<file path="src/sv/cfd_pkg.sv">
// Shared types and constants for the command frame deframer.
// No dependencies; imported by every module of the block.
package cfd_pkg;

   localparam int POS_W = 12;

   localparam logic [7:0] HDR0 = 8'hAA;
   localparam logic [7:0] HDR1 = 8'h55;
   localparam logic [7:0] TRL0 = 8'hA0;
   localparam logic [7:0] TRL1 = 8'h5F;

   localparam logic [POS_W-1:0] POS_COUNT    = 12'd2;
   localparam logic [POS_W-1:0] POS_COMMAND  = 12'd3;
   localparam logic [POS_W-1:0] POS_DEST     = 12'd4;
   localparam logic [POS_W-1:0] POS_INFO     = 12'd5;
   localparam logic [POS_W-1:0] POS_ARG      = 12'd6;
   localparam logic [POS_W-1:0] POS_CHECKSUM = 12'd7;
   localparam logic [POS_W-1:0] REC_LEN      = 12'd8;

   localparam logic [7:0] NODE_ADDR_RESET = 8'd109;

   typedef enum logic [2:0] {
      STAT_OK        = 3'd0,
      STAT_BAD_HDR   = 3'd1,
      STAT_BAD_TRL   = 3'd2,
      STAT_BAD_SUM   = 3'd3,
      STAT_WRONG_NODE = 3'd4
   } status_type;

   typedef enum logic {
      KIND_RECORD  = 1'b0,
      KIND_SUMMARY = 1'b1
   } kind_type;

   typedef struct packed {
      kind_type   kind;
      logic [7:0] data_byte;
      logic [7:0] record_index;
      logic [2:0] byte_in_record;
      logic [7:0] record_count;
      logic [7:0] command;
      logic [7:0] dest_node;
      logic [7:0] frame_info;
      logic [7:0] command_data;
      status_type status;
   } rsp_item_type;

endpackage

</file>
<file path="src/sv/cfd_in_reg.sv">
// Input register for the deframer: captures one request byte per cycle while the core keeps taking bytes.
// Depends on cfd_pkg.
module cfd_in_reg
   import cfd_pkg::*;
(
   input  logic       clock,
   input  logic       reset,
   input  logic       req_tvalid,
   output logic       req_tready,
   input  logic [7:0] req_byte,
   input  logic       take,
   output logic       byte_valid,
   output logic [7:0] byte_data
);

   logic       valid_ff, valid_in;
   logic [7:0] byte_ff,  byte_in;

   assign req_tready = !valid_ff || take;

   always_comb begin
      valid_in = valid_ff;
      byte_in  = byte_ff;
      if (req_tready) begin
         valid_in = req_tvalid;
         byte_in  = req_byte;
      end
   end

   always_ff @(posedge clock) begin
      if (reset) begin
         valid_ff <= 1'b0;
      end else begin
         valid_ff <= valid_in;
      end
      byte_ff <= byte_in;
   end

   assign byte_valid = valid_ff;
   assign byte_data  = byte_ff;

endmodule

</file>
<file path="src/sv/cfd_core.sv">
// Frame position tracking, header latching, checksum and result register.
// Depends on cfd_pkg.
module cfd_core
   import cfd_pkg::*;
(
   input  logic         clock,
   input  logic         reset,
   input  logic         byte_valid,
   input  logic [7:0]   byte_data,
   input  logic [7:0]   node_address,
   output logic         take,
   output logic         out_valid,
   input  logic         out_ready,
   output rsp_item_type out_item
);

   logic [POS_W-1:0] pos_ff, pos_in;
   logic [7:0]       count_ff, count_in;
   logic [7:0]       command_ff, command_in;
   logic [7:0]       dest_ff, dest_in;
   logic [7:0]       info_ff, info_in;
   logic [7:0]       arg_ff, arg_in;
   logic [7:0]       sum_ff, sum_in;
   logic [7:0]       rx_sum_ff, rx_sum_in;
   logic             hdr_good_ff, hdr_good_in;
   logic             trl_good_ff, trl_good_in;
   logic             valid_ff, valid_in;
   rsp_item_type     item_ff, item_in;

   logic [POS_W-1:0] rec_end;
   logic [POS_W-1:0] rec_off;
   logic             emit;
   rsp_item_type     result;
   status_type       status;

   assign take    = byte_valid && (!valid_ff || out_ready);
   assign rec_end = {1'b0, count_ff, 3'b000} + REC_LEN;
   assign rec_off = pos_ff - REC_LEN;

   always_comb begin
      if (!hdr_good_ff) begin
         status = STAT_BAD_HDR;
      end else if (!(trl_good_ff && byte_data == TRL1)) begin
         status = STAT_BAD_TRL;
      end else if (sum_ff != rx_sum_ff) begin
         status = STAT_BAD_SUM;
      end else if (dest_ff != node_address) begin
         status = STAT_WRONG_NODE;
      end else begin
         status = STAT_OK;
      end
   end

   always_comb begin
      pos_in      = pos_ff + 12'd1;
      count_in    = count_ff;
      command_in  = command_ff;
      dest_in     = dest_ff;
      info_in     = info_ff;
      arg_in      = arg_ff;
      sum_in      = sum_ff;
      rx_sum_in   = rx_sum_ff;
      hdr_good_in = hdr_good_ff;
      trl_good_in = trl_good_ff;
      emit        = 1'b0;
      result.kind           = KIND_RECORD;
      result.data_byte      = byte_data;
      result.record_index   = rec_off[10:3];
      result.byte_in_record = rec_off[2:0];
      result.record_count   = count_ff;
      result.command        = command_ff;
      result.dest_node      = dest_ff;
      result.frame_info     = info_ff;
      result.command_data   = arg_ff;
      result.status         = STAT_OK;

      if (pos_ff == 12'd0) begin
         hdr_good_in = (byte_data == HDR0);
      end else if (pos_ff == 12'd1) begin
         hdr_good_in = hdr_good_ff && (byte_data == HDR1);
      end else if (pos_ff == POS_COUNT) begin
         count_in = byte_data;
         sum_in   = byte_data;
      end else if (pos_ff <= POS_ARG) begin
         case (pos_ff)
            POS_COMMAND: command_in = byte_data;
            POS_DEST:    dest_in    = byte_data;
            POS_INFO:    info_in    = byte_data;
            default:     arg_in     = byte_data;
         endcase
         sum_in = sum_ff + byte_data;
      end else if (pos_ff == POS_CHECKSUM) begin
         rx_sum_in = byte_data;
      end else if (pos_ff < rec_end) begin
         sum_in = sum_ff + byte_data;
         emit   = 1'b1;
      end else if (pos_ff == rec_end) begin
         trl_good_in = (byte_data == TRL0);
      end else begin
         emit                  = 1'b1;
         pos_in                = '0;
         result.kind           = KIND_SUMMARY;
         result.data_byte      = '0;
         result.record_index   = '0;
         result.byte_in_record = '0;
         result.status         = status;
      end
   end

   always_comb begin
      valid_in = valid_ff && !out_ready;
      item_in  = item_ff;
      if (take) begin
         valid_in = emit;
         item_in  = result;
      end
   end

   always_ff @(posedge clock) begin
      if (reset) begin
         pos_ff      <= '0;
         count_ff    <= '0;
         command_ff  <= '0;
         dest_ff     <= '0;
         info_ff     <= '0;
         arg_ff      <= '0;
         sum_ff      <= '0;
         rx_sum_ff   <= '0;
         hdr_good_ff <= 1'b0;
         trl_good_ff <= 1'b0;
         valid_ff    <= 1'b0;
      end else begin
         if (take) begin
            pos_ff      <= pos_in;
            count_ff    <= count_in;
            command_ff  <= command_in;
            dest_ff     <= dest_in;
            info_ff     <= info_in;
            arg_ff      <= arg_in;
            sum_ff      <= sum_in;
            rx_sum_ff   <= rx_sum_in;
            hdr_good_ff <= hdr_good_in;
            trl_good_ff <= trl_good_in;
         end
         valid_ff <= valid_in;
      end
      item_ff <= item_in;
   end

   assign out_valid = valid_ff;
   assign out_item  = item_ff;

endmodule

</file>
<file path="src/sv/command_frame_deframer_unit.sv">
// Top level of the command frame deframer: input register, core, csr.
// Depends on cfd_pkg, cfd_in_reg and cfd_core.
//
//   channel  dir  handshake              payload
//   req      in   req_tvalid/req_tready  req_tdata: rx_byte
//   rsp      out  rsp_tvalid/rsp_tready  rsp_tuser: kind, rsp_tdata: result fields
//   csr      in   csr_wr_en              csr_wr_data: node_address
//
// One request per cycle while the response channel is not stalled.
// Each byte passes an input register, one step of position/checksum
// logic, and the response register. A stalled response holds the core;
// the input register still takes one more request meanwhile.
// Synchronous active high reset; node_address resets to 109.
module command_frame_deframer_unit
   import cfd_pkg::*;
(
   input  logic        clock,
   input  logic        reset,
   input  logic        req_tvalid,
   output logic        req_tready,
   input  logic [7:0]  req_tdata,   // [7:0] rx_byte
   output logic        rsp_tvalid,
   input  logic        rsp_tready,
   output logic [63:0] rsp_tdata,   // data_byte, record_index, byte_in_record,
                                    // record_count, command, dest_node,
                                    // frame_info, command_data, status, 2'b0
   output logic        rsp_tuser,   // [0] kind
   input  logic        csr_wr_en,
   input  logic [7:0]  csr_wr_data  // [7:0] node_address
);

   logic         take;
   logic         byte_valid;
   logic [7:0]   byte_data;
   logic [7:0]   node_addr_ff;
   rsp_item_type item;

   always_ff @(posedge clock) begin
      if (reset) begin
         node_addr_ff <= NODE_ADDR_RESET;
      end else if (csr_wr_en) begin
         node_addr_ff <= csr_wr_data;
      end
   end

   cfd_in_reg u_in_reg (
      .clock      (clock),
      .reset      (reset),
      .req_tvalid (req_tvalid),
      .req_tready (req_tready),
      .req_byte   (req_tdata),
      .take       (take),
      .byte_valid (byte_valid),
      .byte_data  (byte_data)
   );

   cfd_core u_core (
      .clock        (clock),
      .reset        (reset),
      .byte_valid   (byte_valid),
      .byte_data    (byte_data),
      .node_address (node_addr_ff),
      .take         (take),
      .out_valid    (rsp_tvalid),
      .out_ready    (rsp_tready),
      .out_item     (item)
   );

   assign rsp_tuser = item.kind;
   assign rsp_tdata = {2'b00, item.status, item.command_data, item.frame_info,
                       item.dest_node, item.command, item.record_count,
                       item.byte_in_record, item.record_index, item.data_byte};

   a_reset_quiet: assert property (@(posedge clock)
      $past(reset) |-> !rsp_tvalid)
      else $error("response valid right after reset");

   a_summary_clean: assert property (@(posedge clock) disable iff (reset)
      (rsp_tvalid && rsp_tuser) |-> (rsp_tdata[18:0] == 19'd0))
      else $error("summary carries record data");

   a_record_status: assert property (@(posedge clock) disable iff (reset)
      (rsp_tvalid && !rsp_tuser) |-> (rsp_tdata[61:59] == STAT_OK))
      else $error("record response with nonzero status");

endmodule
</file>
<file path="config.mk">
export PLATFORM = sky130hd
export DESIGN_NAME = command_frame_deframer_unit
export DESIGN_NICKNAME = d
export VERILOG_FILES = /design/src/sv/cfd_pkg.sv /design/src/sv/cfd_in_reg.sv /design/src/sv/cfd_core.sv /design/src/sv/command_frame_deframer_unit.sv
export SDC_FILE = /design/constraint.sdc
export NUM_CORES = 1
export LEC_CHECK = 0
export BUFFER_PORTS_ARGS = -buffer_cell sky130_fd_sc_hd__buf_4
export CORE_ASPECT_RATIO = 1.4
export CORE_MARGIN = 5
export CORE_UTILIZATION = 30
export DETAILED_ROUTE_END_ITERATION = 10
export SLEW_MARGIN = 20
export SYNTH_ARGS = -nofsm -noshare
export SYNTH_HDL_FRONTEND = slang
export SYNTH_SLANG_ARGS = --single-unit
</file>
<file path="constraint.sdc">
create_clock -name clock -period 5.08 [get_ports clock]
set_input_delay 0.254 -clock clock [delete_from_list [all_inputs] [get_ports clock]]
set_output_delay 0.254 -clock clock [all_outputs]
set_load 0.01 [all_outputs]
</file>
After elaboration in Yosys (flattened, before gate mapping)
Index checks and enable logic that the tools add are counted.
{"block": "word_totals", "memories": 0, "latch_bits": 0, "ramBits": 0, "reg_bits": 151, "word_cells": 113, "romBits": 0, "inputBits": 21, "output_inout_bits": 67}
{"block": "op_classes", "n_eq_ne": 14, "addsub": 4, "multipliers": 0, "n_bitwise": 9, "order_cmp": 2, "reduce_logical": 26, "muxes": 32, "n_div": 0, "shifts": 0}
{"cell": "two-way mux 19 bit", "n": 6}
{"cell": "two-way mux 12 bit", "n": 7}
{"cell": "equality test 12 x 3 -> 1 bit (second input constant)", "n": 3}
{"cell": "two-way mux 8 bit", "n": 4}
{"cell": "AND reduction 6 bit", "n": 5}
{"cell": "equality test 12 x 2 -> 1 bit (second input constant)", "n": 2}
{"cell": "two-way mux 20 bit", "n": 1}
{"cell": "equality test 8 x 7 -> 1 bit (second input constant)", "n": 2}
{"cell": "equality test 8 bit (second input constant)", "n": 2}
{"cell": "!= test 8 bit", "n": 2}
{"cell": "adder 11 x 4 -> 12 bit (second input constant)", "n": 1}
{"cell": "adder 12 x 1 -> 12 bit (second input constant)", "n": 1}
{"cell": "equality test 12 x 1 -> 1 bit (second input constant)", "n": 1}
{"cell": "equality test 12 bit", "n": 1}
{"cell": "less-or-equal comparator 12 x 3 -> 1 bit (second input constant)", "n": 1}
{"cell": "zero test 12 bit", "n": 1}
{"cell": "< comparator 12 bit", "n": 1}
{"cell": "two-way mux 1 bit", "n": 11}
{"cell": "subtractor 11 x 4 -> 11 bit (second input constant)", "n": 1}
{"cell": "OR reduction 10 bit", "n": 1}
{"cell": "inverter 1 bit", "n": 9}
{"cell": "adder 8 bit", "n": 1}
{"cell": "AND reduction 8 bit", "n": 1}
{"cell": "OR reduction 8 bit", "n": 1}
{"cell": "other kinds (14)", "n": 21}

Logic depth before layout (Yosys ltp)
Gate-level depths: netlist (run 1).
{"block": "depth", "depth_word": 10, "ltp_mapped": 12, "ltp_nobuf": 12}

Hierarchy
From an unflattened synthesis (run 1), not the netlist that was laid out.
{"block": "hier_totals", "cells_unflattened": 597, "area_unflattened_um2": 6608.8}
{"module": "cfd_core", "cells_each": 556, "seq_area_each_um2": 3313.2, "area_each_um2": 6004.5, "n_inst": 1}
{"module": "command_frame_deframer_unit", "cells_each": 29, "seq_area_each_um2": 160.2, "area_each_um2": 317.8, "n_inst": 1}
{"module": "cfd_in_reg", "cells_each": 12, "seq_area_each_um2": 260.2, "area_each_um2": 286.5, "n_inst": 1}

Worst setup path before layout (run 1)
OpenSTA, ideal clock, no wires.
{"block": "synth_path", "path_kind": "flip-flop to flip-flop", "start": "reg u_core.valid_ff (netlist: u_core.out_valid)", "end": "reg u_core.dest_ff[7]", "setup_slack_ns": 1.002, "synth_period_minus_slack_ns": 4.078, "arrival_time_ns": 3.950, "t_required_ns": 4.952, "setup_ns": 0.128, "path_buffers": 1, "stages_incl_launch_ff": 8, "cell_sequence": "dfxtp_1 nand2b_1 nand2_1 inv_1 clkbuf_1 nand4_1 mux2i_1 nor2_1"}
{"block": "synth_between", "elab_chain_len": 4}
{"element": "start: declaration", "line": "cfd_core.sv:27", "rtl": "logic valid_ff, valid_in;"}
{"element": "start signal: assignment", "line": "cfd_core.sv:145", "rtl": "valid_ff <= valid_in;"}
{"element": "zero test 1 bit", "line": "cfd_core.sv:36", "rtl": "assign take = byte_valid && (!valid_ff || out_ready);"}
{"element": "logical OR 1 bit", "line": "cfd_core.sv:36"}
{"element": "logical AND 1 bit", "line": "cfd_core.sv:36"}
{"element": "named net take", "line": "command_frame_deframer_unit.sv:32", "rtl": "logic take;"}
{"element": "AND reduction 6 bit (no source line)"}
{"element": "end signal: assignment", "line": "cfd_core.sv:137", "rtl": "dest_ff <= dest_in;"}
{"element": "end: declaration", "line": "cfd_core.sv:20", "rtl": "logic [7:0] dest_ff, dest_in;"}
The timed path passes the listed nets, and every way through them passes these cells.
A chain may end at the register's enable or synchronous reset.

Worst setup path after layout (run 1)
{"block": "layout_path", "start": "reg u_core.count_ff[0]", "end": "reg u_core.pos_ff[4]"}
{"block": "layout_between", "elab_chain_len": 9, "word_cells_on_any_way": 10, "classes_between": "1 x add/sub; 1 x order compare; 1 x eq/ne; 7 x mux"}
{"element": "start: declaration", "line": "cfd_core.sv:18", "rtl": "logic [7:0] count_ff, count_in;"}
{"element": "start signal: assignment", "line": "cfd_core.sv:135", "rtl": "count_ff <= count_in;"}
{"element": "adder 11 x 4 -> 12 bit (*)", "line": "cfd_core.sv:37", "rtl": "assign rec_end = {1'b0, count_ff, 3'b000} + REC_LEN;"}
{"element": "branches (longest 2 deep; another with < comparator 12 bit)"}
{"element": "two-way mux 12 bit (*)", "line": "cfd_core.sv:94", "rtl": "end else if (pos_ff < rec_end) begin"}
{"element": "two-way mux 12 bit (*)", "line": "cfd_core.sv:92", "rtl": "end else if (pos_ff == POS_CHECKSUM) begin"}
{"element": "two-way mux 12 bit (*)", "line": "cfd_core.sv:84", "rtl": "end else if (pos_ff <= POS_ARG) begin"}
{"element": "two-way mux 12 bit (*)", "line": "cfd_core.sv:81", "rtl": "end else if (pos_ff == POS_COUNT) begin"}
{"element": "two-way mux 12 bit (*)", "line": "cfd_core.sv:79", "rtl": "end else if (pos_ff == 12'd1) begin"}
{"element": "two-way mux 12 bit (*)", "line": "cfd_core.sv:77", "rtl": "if (pos_ff == 12'd0) begin"}
{"element": "end signal: assignment", "line": "cfd_core.sv:134", "rtl": "pos_ff <= pos_in;"}
{"element": "end: declaration", "line": "cfd_core.sv:17", "rtl": "logic [POS_W-1:0] pos_ff, pos_in;"}
Mark *: on every way between the ends.

==> metrics.md, run 1 <==
| Metric | Value |
|---|---|
| Final min period | around 3600 ps |
| Root buffer cell | clkbuf_16 |
| Post-DR wirelength/cell | approximately 17 um |
| Post-Synth Adder-Cell Area | 0.0454 |
| Drt pass-1 iters | 5 |
| Largest cells by area after synthesis | edfxtp_1, dfxtp_1, mux2i_1 |
| P per Cell Area | 323 nW/um^2 |
| Congestion Overflow GR | 0 |
| # DRC | 0 |
| First-pass GRT wire length | 26100 um |
| F_max | roughly 280 MHz |
| Crit-path cells | ha_1 -> nand3_1 -> nor2_1 -> xnor2_1 -> ha_1 -> nand4_1 -> nor3_1 -> a2111o_1 -> nand4_1 -> inv_2 -> nor4_1 -> a311o_1 |
| Crit Path Category | reg -> reg |
| Status | complete, no violations |
| Routed Antenna Nets | 0 |
| Core area | approximately 22000 um^2 |
| Routed wire length | approximately 17000 um |
| Largest family of logic cells by synthesized area | simple AND/OR/NAND/NOR gates |
| Mux cell area share after synthesis | 0.0887 |
| Final Setup Violations | 0 |
| Worst Path Arrival | 3880 ps |
| Max Cap Violations | 0 |
| #FFs+latches synth | around 150 |
| Iteration-0 DRC Markers | approximately 220 |
| Crit-path max FO | 18 |
| Overall die area | 25800 um^2 |
| Port Buffers | 85 |
| Actual slew at the worst max-slew pin | around 1000 ps |
| Top cell type's share of synthesized area | 0.314 |
| Chip width | 137 um |
| Final setup TNS | 0 ps |
| Clock sink total | about 150 |
| Setup bufs post-CTS | 0 |
| Area added between synthesis and finish | 22.2% |
| Filler cells | 2230 |
| Hold buffer count at cts | 8 |
| Via Count | around 4700 |
| Post-synth EDFFs | approximately 70 |
| H-tree levels | 4 |
| Max-slew violation count | 0 |
| Maximum VDD drop | roughly 0.00025 V |
| Initial core utilization | 0.302 |
| Vias in the first global route | 4747 |
| Worst-path clk slew | 70 ps |
| Detailed Place HPWL | 11600 um |
| Mapped Area | 6780 um^2 |
| Global placement routability congestion | roughly 0.86 |
| Nets | approximately 740 |
| Top Ports | slightly below 90 |
| ANT cells | 0 |
| Synth warn | 0 |
| R2R Path Start | u_core.count_ff[0] |
| Slew HR | 0.316 |
| Ys async rst share | 0 |
| Worst path slowest cell | nand4_1 |
| CTS Buf Count | 17 |
| FP Rows | 65 |
| Critical path required time | ~5400 ps |
| Mapped Cells | roughly 600 |
| Register area share after synthesis | 0.550 |
| FF-to-FF setup slack | ~1500 ps |
| Crit. Startpoint | u_core.count_ff[0] |
| Worst Setup End Kind | register |
| RSZ-0062 raised after global routing | false |
| Hold WC Path Type | in -> reg |
| Clock skew | 18.4 ps |
| FF+latch area | 3730 um^2 |
| Endpoints failing hold | 0 |
| Xor/xnor share of the synthesized area | 0.0426 |
| Mean Syn Cell Area | approximately 11 um^2 |
| Final Instance Count excl. Fillers | 1005 |
| Clock latency on the worst-skew pair | approximately 430 ps |
| Ys flop type | dfxtp_1 |
| Layout cells sized above 1 | 0.200 |
| Placed insts | slightly below 1000 |
| Crit-path max cell delay | 540 ps |
| CTS tree | done |
| Antenna violations before repair | 0 |
| Final core occ | 0.369 |
| Post-cts sizing count | 0 |
| Final worst setup slack | roughly 1500 ps |
| Simple-gate area share of the yosys netlist | 0.169 |
| Tcrit/Tclk final | 0.702 |
| Multi-input logic area | ~2800 um^2 |
| Worst setup endpoint | u_core.pos_ff[4] |
| Biggest area consumer among synthesized cells | edfxtp_1 |
| DR vias/cell | roughly 4.7 |
| R2R cell count | 12 |
| Pleak | ~3.3 nW |
| Clock buffer depth | 2 |
| Crit path launch type | register |
| Setup WS pre-CTS | 1510 ps |
| Synth Area in Compound Gates | 0.0694 |
| Pin count of the biggest net entering global routing | 47 |
| GRT Util Overall | 0.133 |
| Die H | about 190 um |
| Synth cell types | between 60 and 70 |
| Reg-to-reg endpoint | u_core.pos_ff[4] |
## cell usage in the layout (no fill, tap or decap), types with 4 or more instances in the layout
cell | Yosys | layout
mux2i_1 | 59 | 59
clkbuf_16 | 0 | 17
and2_1 | 9 | 9
clkinvlp_4 | 0 | 4
nor4_1 | 9 | 9
xnor2_1 | 9 | 9
nand2_1 | 36 | 36
dlygate4sd3_1 | 0 | 8
a21oi_1 | 23 | 23
nand4_1 | 13 | 13
nor3_1 | 6 | 6
nor2_1 | 91 | 91
buf_4 | 2 | 87
inv_1 | 19 | 18
nand2b_1 | 4 | 4
a311oi_2 | 4 | 4
nand3_1 | 18 | 18
inv_6 | 0 | 4
or4_1 | 6 | 6
o211ai_1 | 4 | 4
xor2_1 | 24 | 24
edfxtp_1 | 71 | 71
and3_1 | 7 | 7
dfxtp_1 | 80 | 80
o21ai_0 | 9 | 9
ha_1 | 23 | 23
## cells in the mapped netlist (3+ instances only)
cell and number:
a211oi_1 3, a21oi_1 23, a311oi_2 4, a41oi_1 3, and2_1 9, and3_1 7, and4_1 3, buf_1 4
buf_2 3, buf_6 3, clkbuf_1 21, dfxtp_1 80, edfxtp_1 71, ha_1 23, inv_1 19, mux2i_1 59
nand2_1 36, nand2b_1 4, nand3_1 18, nand4_1 13, nor2_1 91, nor3_1 6, nor4_1 9, o211ai_1 4
o21ai_0 9, or3_1 3, or4_1 6, xnor2_1 9, xor2_1 24
## worst max-delay path: cells and delay by family, from the launching register on
kind,cells,cell delay (ps)
buf+inv,1,500
compound gates,2,520
xor+xnor,1,100
fa+ha+maj,2,540
simple gates,6,1370
flops,1,410
## worst min-delay path by stage
stage	from	end	slack, ps	depth (start not counted)
after floorplan	req_tdata[0]	u_in_reg.byte_data[0]	350	0
after global placement	u_core.arg_ff[0]	u_core.out_item[3]	410	0
after detailed placement	u_core.arg_ff[0]	u_core.out_item[3]	420	0
after CTS	req_tvalid	u_in_reg.byte_valid	10	3
after global routing	csr_wr_data[5]	node_addr_ff[5]	30	3
final	csr_wr_data[3]	node_addr_ff[3]	30	3
## logic make-up after synthesis
group / count (synthesis)
buf+inv: 53
xor+xnor: 33
other cells: 1
fa+ha+maj: 24
flops: 151
compound gates: 64
simple gates: 223
mux: 60
## stage by stage
| stage | hold slack, ps | total power, mW | instance area (um^2) |
|---|---|---|---|
| floorplan | 353 | 1.45 | 6790 |
| global placement | 414 | 1.52 | 7660 |
| detailed placement | 416 | 1.52 | 7660 |
| CTS | 11.5 | 2.71 | 8290 |
| global route | 32.0 | 2.78 | 8290 |
| finish | 30.2 | 2.68 | 8290 |
## metal layers
metal	vias to the layer above	share of wire	GRT usage	wire [um]
met3	11	0.034	0.0231	568
met1	2275	0.41	0.153	6780
met5	-	0	0	0
met2	95	0.55	0.240	9100
li1	2346	-	-	-
met4	0	0.0088	0.0518	146
## flip-flops by register name (all words and copies together), names as in the netlist, 8 cells and up
name	cells
u_core.out_item	63
u_core.pos_ff	12
node_addr_ff	8
u_core.arg_ff	8
u_core.command_ff	8
u_core.count_ff	8
u_core.dest_ff	8
u_core.info_ff	8
u_core.rx_sum_ff	8
u_core.sum_ff	8
u_in_reg.byte_data	8
## area by class of cell
class / instances / share of cell area
Clock buffer: 18 / 0.0530
Clock inverter: 14 / 0.0137
Inverter: 20 / 0.00905
Multi-Input combinational cell: 406 / 0.340
Sequential cell: 151 / 0.450
Tap cell: 301 / 0.0454
Timing Repair Buffer: 95 / 0.0884
## power by group
group | total, mW | switching (mW) | internal [mW]
Clock | 1.18 | 0.531 | 0.648
Sequential | 1.33 | 0.0325 | 1.30
Combinational | 0.161 | 0.0903 | 0.0711
Power figures use the tool's default switching activity.
==> run 2: changes to the inputs <==
clock period = 3.36 ns   (was 5.08 ns; I/O delays follow)
==> run 2 against run 1 <==
Compared with the run above:
- critical path depth shrank 1
- largest cell class unchanged
- first-iteration DRC count grew 70%
- utilization grew 0.95 points
- critical path type unchanged
==> metrics.md, run 2 (synthesis gave the netlist of run 1 again) <==
| Metric | Value |
|---|---|
| Max Cap Violations | 0 (unchanged) |
| Clock skew | 7.95 ps (-10.5 ps) |
| RSZ-0062 raised after global routing | false |
| CP dominant cell by count | nor2_1 |
| Hold EP | u_core.out_valid |
| Pleak | 3.38 nW (+3.9%) |
| Status | complete, no violations |
| Die H | 188 um (unchanged) |
| Critical path required time | 3700 ps (-1690 ps) |
| Routed wire length | 16600 um (+0.13%) |
| R2R cell count | 11 (-1) |
| First-pass GRT wire length | 26700 um (+2.0%) |
| R2R Path Start | u_core.count_ff[1] |
| Crit path launch type | register |
| Vias in the first global route | 4779 (+0.67%) |
| Antenna violations before repair | 0 (unchanged) |
| Post-DR wirelength/cell | 16.2 um (-2.1%) |
| DR vias/cell | 4.70 (about the same) |
| Routed Antenna Nets | 0 (unchanged) |
| Most frequent cells in the layout | buf_4, nor2_1, dfxtp_1 |
| FF+latch area | 3730 um^2 (unchanged) |
| Detailed Place HPWL | 11600 um (about the same) |
| Most common cell after layout, fill and taps aside | buf_4 |
| Critical path's top delay family | compound AO/OA/AOI/OAI gates |
| Nets | 759 (+3.1%) |
| Layout cells sized above 1 | 0.212 (+0.0115) |
| GRT Util Overall | 0.135 (+0.00169) |
| Worst Path Arrival | 3360 ps (-520 ps) |
| FF-to-FF setup slack | 340 ps (-1170 ps) |
| Crit. Startpoint | u_core.count_ff[1] |
| Crit-path max cell delay | 480 ps (-60 ps) |
| Buffer and inverter count on the worst path | 0 (-1) |
| Worst path slowest cell | o211a_2 |
| Hold WS | 54.3 ps (+24.1 ps) |
| Global placement routability congestion | 0.857 (-0.74%) |
| Top Ports | 88 (unchanged) |
| Congestion Overflow GR | 0 (unchanged) |
| Root buffer cell | clkbuf_16 |
| P per Cell Area | 485 nW/um^2 (+50%) |
| Clock buffer depth | 2 (unchanged) |
| Endpoints failing hold | 0 (unchanged) |
| Crit Path Category | reg -> reg |
| Max-slew violation count | 0 (unchanged) |
| Actual slew at the worst max-slew pin | 889 ps (-111 ps) |
| Final Setup Violations | 0 (unchanged) |
| Max reg flops | 63 (unchanged) |
| CTS Buf Count | 17 (unchanged) |
| Drt pass-1 iters | 5 (unchanged) |
| Clock sink total | 151 (unchanged) |
| CTS tree | done |
| Crit-path cells | ha_1 -> nand3_1 -> nor2_1 -> xnor2_1 -> ha_1 -> a211oi_1 -> nor2_1 -> a2111oi_2 -> o211a_2 -> nor2_1 -> a311oi_2 |
| Worst-path clk slew | 60 ps (about the same) |
| Core area | 22400 um^2 (unchanged) |
| Multi-input logic area | 2820 um^2 (unchanged) |
| Reg-to-reg endpoint | u_core.sum_ff[4] |
| Slew HR | 0.407 (+0.0915) |
| Port Buffers | 85 (unchanged) |
| Overall die area | 25800 um^2 (unchanged) |
| H-tree levels | 4 (unchanged) |
| Final min period | 3020 ps (-547 ps) |
| Chip width | 137 um (unchanged) |
| Maximum VDD drop | 0.000356 V (+41%) |
| Hold Crit Depth | 3 (unchanged) |
| Setup bufs post-CTS | 0 (unchanged) |
| Tcrit/Tclk final | 0.898 (+0.197) |
| Crit-path max FO | 15 (-3) |
| Iteration-0 DRC Markers | 365 (+70%) |
| # DRC | 0 (unchanged) |
| Initial core utilization | 0.302 (unchanged) |
| ANT cells | 0 (unchanged) |
| F_max | 331 MHz (+18%) |
| FP Rows | 65 (unchanged) |
| Filler cells | 2201 (-1.3%) |
| Area added between synthesis and finish | 25.4% |
| Pin count of the biggest net entering global routing | 67 (+43%) |
| Worst Setup End Kind | register |
| Via Count | 4831 (+2.2%) |
| Final setup TNS | 0 ps (unchanged) |
| Hold Startpoint | rsp_tready |
| Clock latency on the worst-skew pair | 420 ps (about the same) |
| Hold WC Path Type | in -> reg |
run 2: cell types whose count changed in the layout (fill, tap and decap cells not counted), sizes merged:
cell,change
bufinv,+1
buf,+14
dlygate4sd3,+9
clkbuf,+3
clkinvlp,-4
run 2: per-stage QoR:
step	power, mW	area, um^2	cells	worst slack, ps	util
floorplan	2.19	6790	610	504	-
global placement	2.31	7760	979	428	0.346
detailed placement	2.31	7760	979	363	0.346
CTS	4.18	8510	1028	350	0.379
global route	4.28	8510	1028	29.9	0.379
finish	4.13	8510	1028	341	0.379
run 2: how the worst max path moves through the flow:
| stage | to | cells after the start |
|---|---|---|
| after floorplan | u_core.sum_ff[1] | 12 |
| after global placement | u_core.sum_ff[1] | 11 |
| after detailed placement | u_core.sum_ff[4] | 11 |
| after CTS | u_core.sum_ff[4] | 11 |
| after global routing | u_core.sum_ff[5] | 11 |
| final | u_core.sum_ff[4] | 11 |
run 2: layout make-up:
| cell class | count | share of cell area |
|---|---|---|
| Inverter | 20 | 0.00883 |
| Sequential cell | 151 | 0.439 |
| Tap cell | 301 | 0.0443 |
| Clock buffer | 21 | 0.0541 |
| Multi-Input combinational cell | 406 | 0.332 |
| Clock inverter | 11 | 0.0131 |
| Timing Repair Buffer | 118 | 0.109 |
run 2: worst reg2reg max path, delay by kind of cell (launching register included):
kind	cells	cell delay [ps]
fa+ha+maj	2	490
compound gates	4	1380
xor+xnor	1	140
simple gates	4	510
flops	1	410
run 2: repair_timing:
action | in CTS | in global routing
resized for setup | 0 | 0
hold buffers | 17 | 0
hold endpoints to repair | 17 | 0
run 2: routing by layer:
| layer | global-route usage | vias up | routed length [um] |
|---|---|---|---|
| li1 | - | 2391 | - |
| met1 | 0.159 | 2304 | 6820 |
| met2 | 0.237 | 110 | 8810 |
| met3 | 0.0250 | 26 | 534 |
| met4 | 0.0561 | 0 | 442 |
| met5 | 0 | - | 0 |
run 2: report_power, final:
group	internal (mW)	leakage, nW	switching, mW
clock network	1.07	0.285	0.772
registers	1.97	1.31	0.0285
logic	0.122	1.79	0.162
total	3.16	3.38	0.962
